==> src/hdl/lkv_pkg.sv <==
// Shared types and constants for the LRU key/value cache.
package lkv_pkg;

    // Request kinds carried on s_tuser
    typedef enum logic {
        CMD_GET = 1'b0,
        CMD_PUT = 1'b1
    } cmd_t;

    // Capacity register width and its value after reset
    localparam int          CAP_BITS  = 5;
    localparam logic [4:0]  CAP_RESET = 5'd16;

    // Broadcast control from the top level to every cell
    typedef struct packed {
        logic update;   // a request is retired this cycle
        logic clear;    // capacity write: empty the store
        logic hit_any;  // some cell holds the request key
        logic put;      // request is a put
        logic insert;   // put of a new key
        logic full;     // occupancy has reached the capacity
    } cell_ctrl_t;

endpackage

==> src/hdl/lkv_cell.sv <==
// One cache entry: key, data, validity and recency rank, with its update rules.
module lkv_cell #(
    parameter int KEY_BITS  = 32,
    parameter int DATA_BITS = 32,
    parameter int RANK_BITS = 4
) (
    input  logic                  aclk,
    input  logic                  aresetn,
    input  lkv_pkg::cell_ctrl_t   ctrl,
    input  logic [KEY_BITS-1:0]   req_key,
    input  logic [DATA_BITS-1:0]  req_data,
    input  logic [RANK_BITS-1:0]  hit_rank,
    input  logic [RANK_BITS-1:0]  evict_rank,
    input  logic                  free_in,    // a lower cell already takes the new key
    output logic                  free_out,
    output logic                  match,
    output logic                  take,
    output logic                  valid,
    output logic [RANK_BITS-1:0]  rank,
    output logic [DATA_BITS-1:0]  data
);

    logic                 valid_reg, valid_next;
    logic [KEY_BITS-1:0]  key_reg, key_next;
    logic [DATA_BITS-1:0] data_reg, data_next;
    logic [RANK_BITS-1:0] rank_reg, rank_next;
    logic                 evict;
    logic                 valid_after;

    // Lookup, eviction and free-slot chain
    assign match       = valid_reg && (key_reg == req_key);
    assign evict       = ctrl.insert && ctrl.full && valid_reg && (rank_reg == evict_rank);
    assign valid_after = valid_reg && !evict;
    assign take        = ctrl.insert && !valid_after && !free_in;
    assign free_out    = free_in || !valid_after;

    assign valid = valid_reg;
    assign rank  = rank_reg;
    assign data  = data_reg;

    // Next entry contents
    always_comb begin
        valid_next = valid_reg;
        key_next   = key_reg;
        data_next  = data_reg;
        rank_next  = rank_reg;
        if (ctrl.clear) begin
            valid_next = 1'b0;
        end else if (ctrl.update) begin
            if (ctrl.hit_any) begin
                // promote the hit entry, age the more recent ones
                if (match) begin
                    rank_next = '0;
                    if (ctrl.put) begin
                        data_next = req_data;
                    end
                end else if (valid_reg && (rank_reg < hit_rank)) begin
                    rank_next = rank_reg + 1'b1;
                end
            end else if (ctrl.insert) begin
                if (take) begin
                    valid_next = 1'b1;
                    key_next   = req_key;
                    data_next  = req_data;
                    rank_next  = '0;
                end else begin
                    valid_next = valid_after;
                    if (valid_after) begin
                        rank_next = rank_reg + 1'b1;
                    end
                end
            end
        end
    end

    always_ff @(posedge aclk) begin
        if (!aresetn) begin
            valid_reg <= 1'b0;
        end else begin
            valid_reg <= valid_next;
        end
    end

    always_ff @(posedge aclk) begin
        key_reg  <= key_next;
        data_reg <= data_next;
        rank_reg <= rank_next;
    end

endmodule

==> src/hdl/lru_key_value_cache.sv <==
// Top level of the LRU key/value cache: request register, row of cells, result register.
//
// Usage:
//   Requests arrive on s_tvalid/s_tready with s_tuser = command (0 get, 1 put)
//   and s_tdata = {value, key}. A get gives one result on m_tvalid/m_tready:
//   m_tuser = hit, m_tdata = stored value, or all ones on a miss. A put gives
//   no result. cfg_wr_en with cfg_wr_data sets the capacity (0 acts as 1, above
//   MAX_ENTRIES acts as MAX_ENTRIES) and empties the cache; write it only idle.
// Timing:
//   A request is held in an input register and retired from it by the
//   row of MAX_ENTRIES cells, which compare the key in parallel and update
//   ranks locally; the free slot is found by a carry that ripples from cell
//   to cell. A get result is loaded into the result register when the get
//   retires. One request per cycle is sustained while the result register drains.
// Reset and stall:
//   Reset empties the cache, sets capacity 16 and drops m_tvalid. While a get
//   result waits on m_tready a following get is held in the input register
//   and s_tready falls; puts still retire.
module lru_key_value_cache #(
    parameter int MAX_ENTRIES = 16,
    parameter int KEY_BITS    = 32,
    parameter int DATA_BITS   = 32
) (
    input  logic                     aclk,
    input  logic                     aresetn,
    input  logic                     cfg_wr_en,
    input  logic [4:0]               cfg_wr_data,  // capacity
    input  logic                     s_tvalid,
    output logic                     s_tready,
    input  logic [((KEY_BITS + DATA_BITS + 7) / 8) * 8 - 1:0] s_tdata,  // key, value, zero fill
    input  logic                     s_tuser,      // command
    output logic                     m_tvalid,
    input  logic                     m_tready,
    output logic [((DATA_BITS + 7) / 8) * 8 - 1:0] m_tdata,  // read_value, zero fill
    output logic                     m_tuser       // hit
);

    localparam int M_TDATA_BITS = ((DATA_BITS + 7) / 8) * 8;
    localparam int RANK_BITS    = (MAX_ENTRIES > 1) ? $clog2(MAX_ENTRIES) : 1;
    localparam int CNT_BITS     = $clog2(MAX_ENTRIES + 1);
    localparam int CMP_BITS     = (CNT_BITS > lkv_pkg::CAP_BITS) ? CNT_BITS
                                                                 : lkv_pkg::CAP_BITS;

    // Request register
    logic                    req_valid_reg, req_valid_next;
    lkv_pkg::cmd_t           req_cmd_reg;
    logic [KEY_BITS-1:0]     req_key_reg;
    logic [DATA_BITS-1:0]    req_data_reg;

    // Configuration and occupancy
    logic [lkv_pkg::CAP_BITS-1:0] cap_reg, cap_next;
    logic [CNT_BITS-1:0]          occ_reg, occ_next;
    logic [CMP_BITS-1:0]          cap_wide;
    logic [CNT_BITS-1:0]          eff_cap;

    // Result register
    logic                    m_valid_reg, m_valid_next;
    logic                    m_hit_reg;
    logic [DATA_BITS-1:0]    m_data_reg;

    // Cell row
    lkv_pkg::cell_ctrl_t     ctrl;
    logic [MAX_ENTRIES:0]    free_chain;
    logic [MAX_ENTRIES-1:0]  match_vec, take_vec, valid_vec;
    logic [RANK_BITS-1:0]    rank_arr [MAX_ENTRIES];
    logic [DATA_BITS-1:0]    data_arr [MAX_ENTRIES];
    logic [RANK_BITS-1:0]    hit_rank;
    logic [DATA_BITS-1:0]    hit_data;
    logic [RANK_BITS-1:0]    evict_rank;
    logic [CNT_BITS-1:0]     occ_less;
    logic                    out_free;
    logic                    done;

    // Handshake
    assign out_free = !m_valid_reg || m_tready;
    assign done     = req_valid_reg && ((req_cmd_reg == lkv_pkg::CMD_PUT) || out_free);
    assign s_tready = !req_valid_reg || done;

    // Effective capacity clamp
    assign cap_wide = CMP_BITS'(cap_reg);
    always_comb begin
        if (cap_wide == '0) begin
            eff_cap = CNT_BITS'(1);
        end else if (cap_wide > CMP_BITS'(MAX_ENTRIES)) begin
            eff_cap = CNT_BITS'(MAX_ENTRIES);
        end else begin
            eff_cap = CNT_BITS'(cap_wide);
        end
    end

    // Gather the hit entry's rank and data
    always_comb begin
        hit_rank = '0;
        hit_data = '0;
        for (int i = 0; i < MAX_ENTRIES; i++) begin
            if (match_vec[i]) begin
                hit_rank = hit_rank | rank_arr[i];
                hit_data = hit_data | data_arr[i];
            end
        end
    end

    assign occ_less   = occ_reg - 1'b1;
    assign evict_rank = RANK_BITS'(occ_less);

    // Broadcast control
    always_comb begin
        ctrl.update  = done;
        ctrl.clear   = cfg_wr_en;
        ctrl.hit_any = |match_vec;
        ctrl.put     = (req_cmd_reg == lkv_pkg::CMD_PUT);
        ctrl.insert  = ctrl.put && !ctrl.hit_any;
        ctrl.full    = (occ_reg >= eff_cap);
    end

    assign free_chain[0] = 1'b0;

    genvar g;
    generate
        for (g = 0; g < MAX_ENTRIES; g++) begin : g_cell
            lkv_cell #(
                .KEY_BITS  (KEY_BITS),
                .DATA_BITS (DATA_BITS),
                .RANK_BITS (RANK_BITS)
            ) u_cell (
                .aclk       (aclk),
                .aresetn    (aresetn),
                .ctrl       (ctrl),
                .req_key    (req_key_reg),
                .req_data   (req_data_reg),
                .hit_rank   (hit_rank),
                .evict_rank (evict_rank),
                .free_in    (free_chain[g]),
                .free_out   (free_chain[g+1]),
                .match      (match_vec[g]),
                .take       (take_vec[g]),
                .valid      (valid_vec[g]),
                .rank       (rank_arr[g]),
                .data       (data_arr[g])
            );
        end
    endgenerate

    // Control next state
    always_comb begin
        req_valid_next = req_valid_reg;
        if (s_tvalid && s_tready) begin
            req_valid_next = 1'b1;
        end else if (done) begin
            req_valid_next = 1'b0;
        end

        cap_next = cap_reg;
        occ_next = occ_reg;
        if (cfg_wr_en) begin
            cap_next = cfg_wr_data;
            occ_next = '0;
        end else if (done && ctrl.insert && !ctrl.full) begin
            occ_next = occ_reg + 1'b1;
        end

        m_valid_next = m_valid_reg;
        if (done && (req_cmd_reg == lkv_pkg::CMD_GET)) begin
            m_valid_next = 1'b1;
        end else if (m_tready) begin
            m_valid_next = 1'b0;
        end
    end

    always_ff @(posedge aclk) begin
        if (!aresetn) begin
            req_valid_reg <= 1'b0;
            cap_reg       <= lkv_pkg::CAP_RESET;
            occ_reg       <= '0;
            m_valid_reg   <= 1'b0;
        end else begin
            req_valid_reg <= req_valid_next;
            cap_reg       <= cap_next;
            occ_reg       <= occ_next;
            m_valid_reg   <= m_valid_next;
        end
    end

    // Payload registers
    always_ff @(posedge aclk) begin
        if (s_tvalid && s_tready) begin
            req_cmd_reg  <= lkv_pkg::cmd_t'(s_tuser);
            req_key_reg  <= s_tdata[KEY_BITS-1:0];
            req_data_reg <= s_tdata[KEY_BITS+DATA_BITS-1:KEY_BITS];
        end
        if (done && (req_cmd_reg == lkv_pkg::CMD_GET)) begin
            m_hit_reg  <= ctrl.hit_any;
            m_data_reg <= ctrl.hit_any ? hit_data : {DATA_BITS{1'b1}};
        end
    end

    assign m_tvalid = m_valid_reg;
    assign m_tuser  = m_hit_reg;
    assign m_tdata  = M_TDATA_BITS'(m_data_reg);

`ifndef SYNTH
    // A retired get always shows a result next cycle
    a_get_result: assert property (@(posedge aclk) disable iff (!aresetn)
        (done && (req_cmd_reg == lkv_pkg::CMD_GET)) |=> m_tvalid)
        else $error("get retired without a result");

    // Occupancy tracks the number of valid cells
    a_occ_count: assert property (@(posedge aclk) disable iff (!aresetn)
        $countones(valid_vec) == occ_reg)
        else $error("occupancy count out of step with valid cells");

    // Occupancy never passes the capacity
    a_occ_cap: assert property (@(posedge aclk) disable iff (!aresetn)
        occ_reg <= eff_cap)
        else $error("occupancy above capacity");

    // Keys are unique among valid cells
    a_one_match: assert property (@(posedge aclk) disable iff (!aresetn)
        req_valid_reg |-> $onehot0(match_vec))
        else $error("key held in more than one cell");

    // A new key always finds exactly one slot
    a_one_take: assert property (@(posedge aclk) disable iff (!aresetn)
        (done && ctrl.insert && !cfg_wr_en) |-> $onehot(take_vec))
        else $error("insert did not claim exactly one cell");
`endif

endmodule
==> config.mk <==
export PLATFORM = sky130hd
export DESIGN_NAME = lru_key_value_cache
export DESIGN_NICKNAME = d
export VERILOG_FILES = /design/src/hdl/lkv_pkg.sv /design/src/hdl/lkv_cell.sv /design/src/hdl/lru_key_value_cache.sv
export SDC_FILE = /design/constraint.sdc
export NUM_CORES = 2
export LEC_CHECK = 0
export ABC_AREA = 1
export BUFFER_PORTS_ARGS = -buffer_cell sky130_fd_sc_hd__buf_2
export CAP_MARGIN = 0
export CORE_UTILIZATION = 40
export CTS_CLUSTER_SIZE = 40
export DETAILED_ROUTE_END_ITERATION = 16
export PLACE_DENSITY = 0.62
export SYNTH_ARGS = -nofsm -noshare
export SYNTH_HDL_FRONTEND = slang
export SYNTH_SLANG_ARGS = --single-unit
export TNS_END_PERCENT = 100
==> constraint.sdc <==
create_clock -name aclk -period 5.45 [get_ports aclk]
set_input_delay 1.3625 -clock aclk [delete_from_list [all_inputs] [get_ports aclk]]
set_output_delay 1.3625 -clock aclk [all_outputs]
set_load 0.03 [all_outputs]
Word level (Yosys, flattened, before mapping). Cells that the tools add are included.

$add $sub $neg: 18. Order comparisons: 18. Equality and inequality tests: 65. Muxes and demuxes: 215. Bitwise logic cells: 34. Reduce and logical (&&, ||, !) cells: 272.

Operators with widths (number): $mux 32 (81); $eq 32x32->1 (16); $or 32x32->32 (15); $mux 4 (112); $reduce_and 5->1 (32); $logic_and 1x1->1 (118); $reduce_and 6->1 (16); $add 4x1->4 const B (16); $eq 4x4->1 (16); $lt 4x4->1 (16); $or 4x4->4 (15); $logic_not 1->1 (50); $ne 3x1->1 const B (16); $reduce_bool 3->1 (16); $reduce_bool 2->1 (19); $ne 2x1->1 const B (16); $mux 1 (20); $logic_or 1x1->1 (17); $reduce_or 16->1 (1); $mux 5 (2); $add 5x1->5 const B (1); $ge 5x5->1 (1); $gt 5x5->1 const B (1); $logic_not 5->1 (1); other kinds (5) (8).

Register bits: 1214. Input port bits: 75. Output and inout bits: 35.

Logic depth before layout (Yosys ltp).
Depth in word-level cells: 38. Gate-level depth with buffers: 28. Gate-level depth less buffers: 26.

Modules after synthesis. Synthesis repeated with hierarchy kept, for this count alone.

Cells, all modules: 6967. Area total of the unflattened synthesis: 63086.8 um2.

Modules (own cells, without submodules): lkv_cell (times used 16, cells an instance 379, area each 3477.1 um2, sequential area each 2062.0 um2); lru_key_value_cache (times used 1, cells an instance 903, area each 7453.4 um2, sequential area each 3183.1 um2).

Least setup slack after synthesis. Ideal clock, no wire load.

Kind: register to register. From: reg cap_reg[0] (netlist bit). To: reg g_cell[15].u_cell.data_reg[0], enable pin. Library setup time: 0.421 ns. Arrival: 4.623 ns. Data required time: 5.029 ns. Setup slack: 0.406 ns. Cell stages (with the launch flop): 20. Buffers on the path: 1. Clock period less this slack: 5.044 ns. Path through: dfxtp_1 > or4_1 > o21ai_0 > ha_1 > o21a_1 > o21a_1 > o21a_1 > o21ai_0 > nand2_1 > and3_1 > buf_6 > nand3_4 > nand2_4 > nor3_4 > nand4_2 > nor2_4 > nand4_2 > nand2_2 > nand2_1 > nor2_1.

Longest elaborated chain between the ends: 28. Elaborated cells on any way between the ends: 105. Those cells by class: 2 x order compare; 2 x mux; 101 x reduce/logical.

Ends and longest elaborated chain: start, declared (RTL line lru_key_value_cache.sv:51) `logic [lkv_pkg::CAP_BITS-1:0] cap_reg, cap_next;`; start signal, assigned (RTL line lru_key_value_cache.sv:173) `cap_reg <= lkv_pkg::CAP_RESET;`; start signal, assigned (RTL line lru_key_value_cache.sv:178) `cap_reg <= cap_next;`; $gt 5x5->1 (RTL line lru_key_value_cache.sv:84) `end else if (cap_wide > CMP_BITS'(MAX_ENTRIES)) begin`; $mux 5 (RTL line lru_key_value_cache.sv:84); $mux 5 * (RTL line lru_key_value_cache.sv:82) `if (cap_wide == '0) begin`; $ge 5x5->1 * (RTL line lru_key_value_cache.sv:113) `ctrl.full = (occ_reg >= eff_cap);`; $logic_and 1x1->1 * (RTL line lkv_cell.sv:32) `assign evict = ctrl.insert && ctrl.full && valid_reg && (rank_reg == evict_rank);`; $logic_and 1x1->1 (2 in a row) (RTL line lkv_cell.sv:32); $logic_not 1->1 (RTL line lkv_cell.sv:33) `assign valid_after = valid_reg && !evict;`; $logic_and 1x1->1 (RTL line lkv_cell.sv:33); $logic_not 1->1 (RTL line lkv_cell.sv:35) `assign free_out = free_in || !valid_after;`; $logic_or 1x1->1 (14 in a row) (RTL line lkv_cell.sv:35); $logic_not 1->1 (RTL line lkv_cell.sv:34) `assign take = ctrl.insert && !valid_after && !free_in;`; $logic_and 1x1->1 * (RTL line lkv_cell.sv:34); $reduce_bool 2->1 (no source line) *; $reduce_and 6->1 (no source line) *; end signal, assigned (RTL line lkv_cell.sv:86) `data_reg <= data_next;`; end, declared (RTL line lkv_cell.sv:25) `logic [DATA_BITS-1:0] data_reg, data_next;`.

Mark *: on every way between the ends. The rest lies on a longest branch, timed or not. A chain may end at the register's enable or synchronous reset.

Worst setup path after layout.
From: reg req_key_reg[9]. To: reg g_cell[6].u_cell.rank_reg[1], enable pin.

Longest elaborated chain between the ends: 37. Elaborated cells on any way between the ends: 116. Those cells by class: 1 x order compare; 17 x eq/ne; 16 x mux; 15 x bitwise; 67 x reduce/logical.

Ends and longest elaborated chain: start, declared (RTL line lru_key_value_cache.sv:47) `logic [KEY_BITS-1:0] req_key_reg;`; start signal, assigned (RTL line lru_key_value_cache.sv:188) `req_key_reg <= s_tdata[KEY_BITS-1:0];`; $eq 32x32->1 (RTL line lkv_cell.sv:31) `assign match = valid_reg && (key_reg == req_key);`; $logic_and 1x1->1 (RTL line lkv_cell.sv:31); $mux 4 (RTL line lru_key_value_cache.sv:96) `if (match_vec[i]) begin`; $or 4x4->4 (RTL line lru_key_value_cache.sv:97) `hit_rank = hit_rank | rank_arr[i];`; $mux 4 (RTL line lru_key_value_cache.sv:96); $or 4x4->4 (RTL line lru_key_value_cache.sv:97); $mux 4 (RTL line lru_key_value_cache.sv:96); $or 4x4->4 (RTL line lru_key_value_cache.sv:97); [... 21 more ...]; $or 4x4->4 (RTL line lru_key_value_cache.sv:97); $mux 4 (RTL line lru_key_value_cache.sv:96); $or 4x4->4 (RTL line lru_key_value_cache.sv:97); $mux 4 (RTL line lru_key_value_cache.sv:96); $lt 4x4->1 (RTL line lkv_cell.sv:57) `end else if (valid_reg && (rank_reg < hit_rank)) begin`; $logic_and 1x1->1 (RTL line lkv_cell.sv:57); $ne 3x1->1 (no source line); $reduce_and 5->1 (no source line) *; end signal, assigned (RTL line lkv_cell.sv:87) `rank_reg <= rank_next;`; end, declared (RTL line lkv_cell.sv:26) `logic [RANK_BITS-1:0] rank_reg, rank_next;`.

Marks and branches as above.

==> flow_metrics.env <==
export IMPL_synthCells=4792
export IMPL_combPwrFrac_pct=3.4
export IMPL_powerDensity_nw_per_um2=314
export IMPL_reg2reg_slack_ns=0.28
export IMPL_core_sq_um=132000
export IMPL_drv_cap=0
export IMPL_max_slew_margin_pct=26.4
export IMPL_chipHeight_microns=368
export IMPL_p_sw_w=0.00422
export IMPL_crit_type="reg -> reg"
export IMPL_hold_start="occ_reg[4]$_SDFFE_PP0P_"
export IMPL_dieArea_sq_um=135000
export IMPL_synth_top_area_cell="edfxtp_1"
export IMPL_crit_slowest_cell="and2_1"
export IMPL_postSynthAreaPerCell_sq_um=11.2
export IMPL_hold_buffers=0
export IMPL_fin_ws_ns=0.281
export IMPL_max_freq_mhz=193
export IMPL_clk_latency_ns=0.77
export IMPL_initial_core_util_pct=40.6
export IMPL_synth_area_sq_um=53600
export IMPL_overflow=0
export IMPL_min_to="occ_reg[4]$_SDFFE_PP0P_"
export IMPL_place_ws_ns=0.381
export IMPL_cts_resized=0
export IMPL_p_seq_share_pct=54.1
export IMPL_fin_cells=6849
export IMPL_critPathLaunchType="flip-flop"
export IMPL_antenna_found_initial=9
export IMPL_async_flop_share_pct=0
export IMPL_grt_pass1_wl_mm=232
export IMPL_vias=36800
export IMPL_finalInstanceArea_sq_um=61000
export IMPL_cp_slowest_stage_delay_ns=0.62
export IMPL_pin_count=110
export IMPL_period_needed_ns=5.17
export IMPL_dr_pass1_iters=8
export IMPL_h_tree_depth=3
export IMPL_fin_nets=5134
export IMPL_synth_ff_type="edfxtp_1"
export IMPL_dieWidth_microns=368
export IMPL_synth_cell_types=48
export IMPL_cts_tree="built"
export IMPL_synth_edff_count=1186
export IMPL_dp_cells=6621
export IMPL_cts_sinks=1214
export IMPL_syn_num_nets=4938
export IMPL_grt_pass1_vias=35100
export IMPL_timing_final_max_slew_violations=0
export IMPL_crit_required_ns=5.90
export IMPL_switching_share_pct=22.0
export IMPL_fin_crit_sh_pct=94.8
export IMPL_antenna_cells=0
export IMPL_rsz0062_at_grt="false"
export IMPL_setup_viol=0
export IMPL_syn2layout_area_growth_pct=13.8
export IMPL_routedWlPerCell_microns=23.1
export IMPL_cp_max_fo=37
export IMPL_synth_commonest_cells="edfxtp_1 (1,186), nand2_1 (958), inv_1 (711)"
export IMPL_setup_tns_ns=0
export IMPL_drc=0
export IMPL_yosys_area_top_type_share_pct=66.4
export IMPL_ys_warn_count=0
export IMPL_drive_gt1_share_pct=11.1
export IMPL_skew_ns=0.0689
export IMPL_ant_nets=0
export IMPL_placementRows=133
export IMPL_crit_chain="inv_2 -> buf_4 -> buf_4 -> nand2_1 -> nand4_1 -> nor2_1 -> nand2_1 -> nor2_1 -> nand3_2 -> buf_4 -> o21ai_0 -> nor4_1 -> and2_1 -> buf_4 -> ha_1 -> o21a_1 -> o211ai_1 -> nand4_1 -> a31oi_1 -> o21ai_0 -> inv_1"
export IMPL_placed_area_sq_um=57100
export IMPL_place_port_buffers=109
export IMPL_vdd_ir_drop_max_mv=0.286
export IMPL_clkPwrFrac_pct=42.5
export IMPL_grtUsageTotal_pct=23.1
export IMPL_leakagePower_nw=23.1
export IMPL_crit_path_end_kind="flip-flop"
export IMPL_grt_start_max_net_pins=55
export IMPL_ys_ff_latch=1214
export IMPL_outcome="completed"
export IMPL_cts_root_buf="clkbuf_16"
export IMPL_place_congestion=0.953
export IMPL_synthTopCellsByArea="edfxtp_1 (66%), nand2_1 (6.7%), inv_1 (5.0%), nand3_1 (2.9%), xnor2_1 (2.5%)"
export IMPL_r2r_end="g_cell[6].u_cell.rank[1]$_DFFE_PP_"
export IMPL_avgViaCountPerCell=5.38
export IMPL_hold_violations=0
export IMPL_cts_setup_buffers=0
export IMPL_synth_most_common_cell="edfxtp_1"
export IMPL_rr_worst_depth=21
export IMPL_p_int_w=0.0149
export IMPL_hold_path_depth=1
export IMPL_worstReg2RegStart="req_key_reg[9]$_DFFE_PP_"
export IMPL_dp_hpwl_mm=96.6
export IMPL_worst_pin_slew_ns=1.10
export IMPL_arrival_ns=5.62
export IMPL_synth_seq_area_share_pct=67.5
export IMPL_cts_path_max_buffers=3
export IMPL_clk_pin_slew_ns=0.07
export IMPL_hold_path_class="reg -> reg"
export IMPL_crit_top_cell="buf_4"
export IMPL_cts_buffers=120
export IMPL_drt_initial_drc_count=3875
export IMPL_wl_mm=158
-- cell families after synthesis --
family,share of synthesized area [%]
buffers and inverters,6.66
AOI/OAI and AO/OA,5.91
DFF,67.5
xor gates and xnor gates,3.30
adders and majority gates,1.66
and+or+nand+nor,15.0
-- cell type report --
| class | count | area [sq um] |
|---|---|---|
| clock inverter | 91 | 787 |
| sequential | 1214 | 36200 |
| multi-input combinational | 2663 | 14200 |
| tap | 1755 | 2200 |
| inverter | 739 | 2770 |
| fill | 12000 | 71200 |
| clock buffer | 137 | 3070 |
| timing repair buffer | 250 | 1780 |
-- how the worst max path moves through the flow --
stage                               from                                   end  slack, ns  cells after the start
5_1_grt          occ_reg[0]$_SDFFE_PP0P_  g_cell[12].u_cell.data[21]$_DFFE_PP_       0.03                     19
4_1_cts         req_key_reg[6]$_DFFE_PP_  g_cell[12].u_cell.data[21]$_DFFE_PP_       0.35                     22
6_report        req_key_reg[9]$_DFFE_PP_    g_cell[6].u_cell.rank[1]$_DFFE_PP_       0.28                     21
3_3_place_gp     cap_reg[0]$_SDFFE_PN0P_   g_cell[12].u_cell.data[9]$_DFFE_PP_       0.37                     19
2_1_floorplan    cap_reg[0]$_SDFFE_PN0P_   g_cell[15].u_cell.data[0]$_DFFE_PP_       0.41                     19
3_5_place_dp   req_key_reg[14]$_DFFE_PP_   g_cell[12].u_cell.data[9]$_DFFE_PP_       0.38                     22
-- power by group through the flow --
stage / Combinational [W] / Clock [W] / Sequential, W
final: 0.000651 / 0.00815 / 0.0104
after global routing: 0.000698 / 0.00859 / 0.0104
after CTS: 0.000644 / 0.00825 / 0.0104
after detailed placement: 0.000641 / 0 / 0.0106
after global placement: 0.000635 / 0 / 0.0106
after floorplan: 0.000331 / 0 / 0.0106
-- routing by layer --
layer	vias to the layer above	part of all wire [%]	track usage, %
met5	-	0.016	0
met4	4	3.8	9.13
met3	325	8.5	3.65
met2	1705	46	36.9
met1	18000	41	31.5
li1	16800	-	-
-- per-stage QoR --
| step | hold WS, ns | total power [W] | utilization, % |
|---|---|---|---|
| after detailed placement | 0.475 | 0.0112 | 43.2 |
| after global routing | 0.491 | 0.0197 | 46.1 |
| after floorplan | 0.426 | 0.0109 | - |
| final | 0.481 | 0.0192 | 46.1 |
| after global placement | 0.445 | 0.0112 | 43.2 |
| after CTS | 0.486 | 0.0193 | 46.1 |
-- cells in the final DEF, fill, tap and decap left out, types with 4 or more instances in the layout --
cell        count
o21a_1         31
a21boi_0        4
nor2_1        300
nor2_4         49
o21ai_0       237
xnor2_1       151
o22ai_1       157
nand2_2        10
nor3_1         10
dfxtp_1        28
buf_2         109
o221ai_1       11
inv_1         710
nand3_2        12
buf_4         127
clkinv_2       36
clkbuf_16     120
xor2_1         51
o21ai_1         5
edfxtp_1     1186
bufinv_16       9
a211oi_1        5
or2_2          23
o2111ai_1       4
nor4_1         72
nand4_2         5
o211ai_1       17
clkbuf_1       17
nand2_1       958
clkinv_4        4
clkinv_1       34
nand4_1        94
a21oi_1        54
buf_12         14
ha_1           71
a31oi_1        10
inv_2          25
nand3_1       301
a221oi_1        4
clkinvlp_4      5
-- worst max-delay path: cells and delay by family (launching register included) --
kind                     cells  cell delay, ns
adder cells (fa/ha/maj)      1            0.26
flip-flops                   1            0.40
AND/OR/NAND/NOR              9            1.48
buffers and inverters        6            1.90
AO/OA/AOI/OAI                5            0.78
No activity file was read; power rests on OpenSTA's default activity.
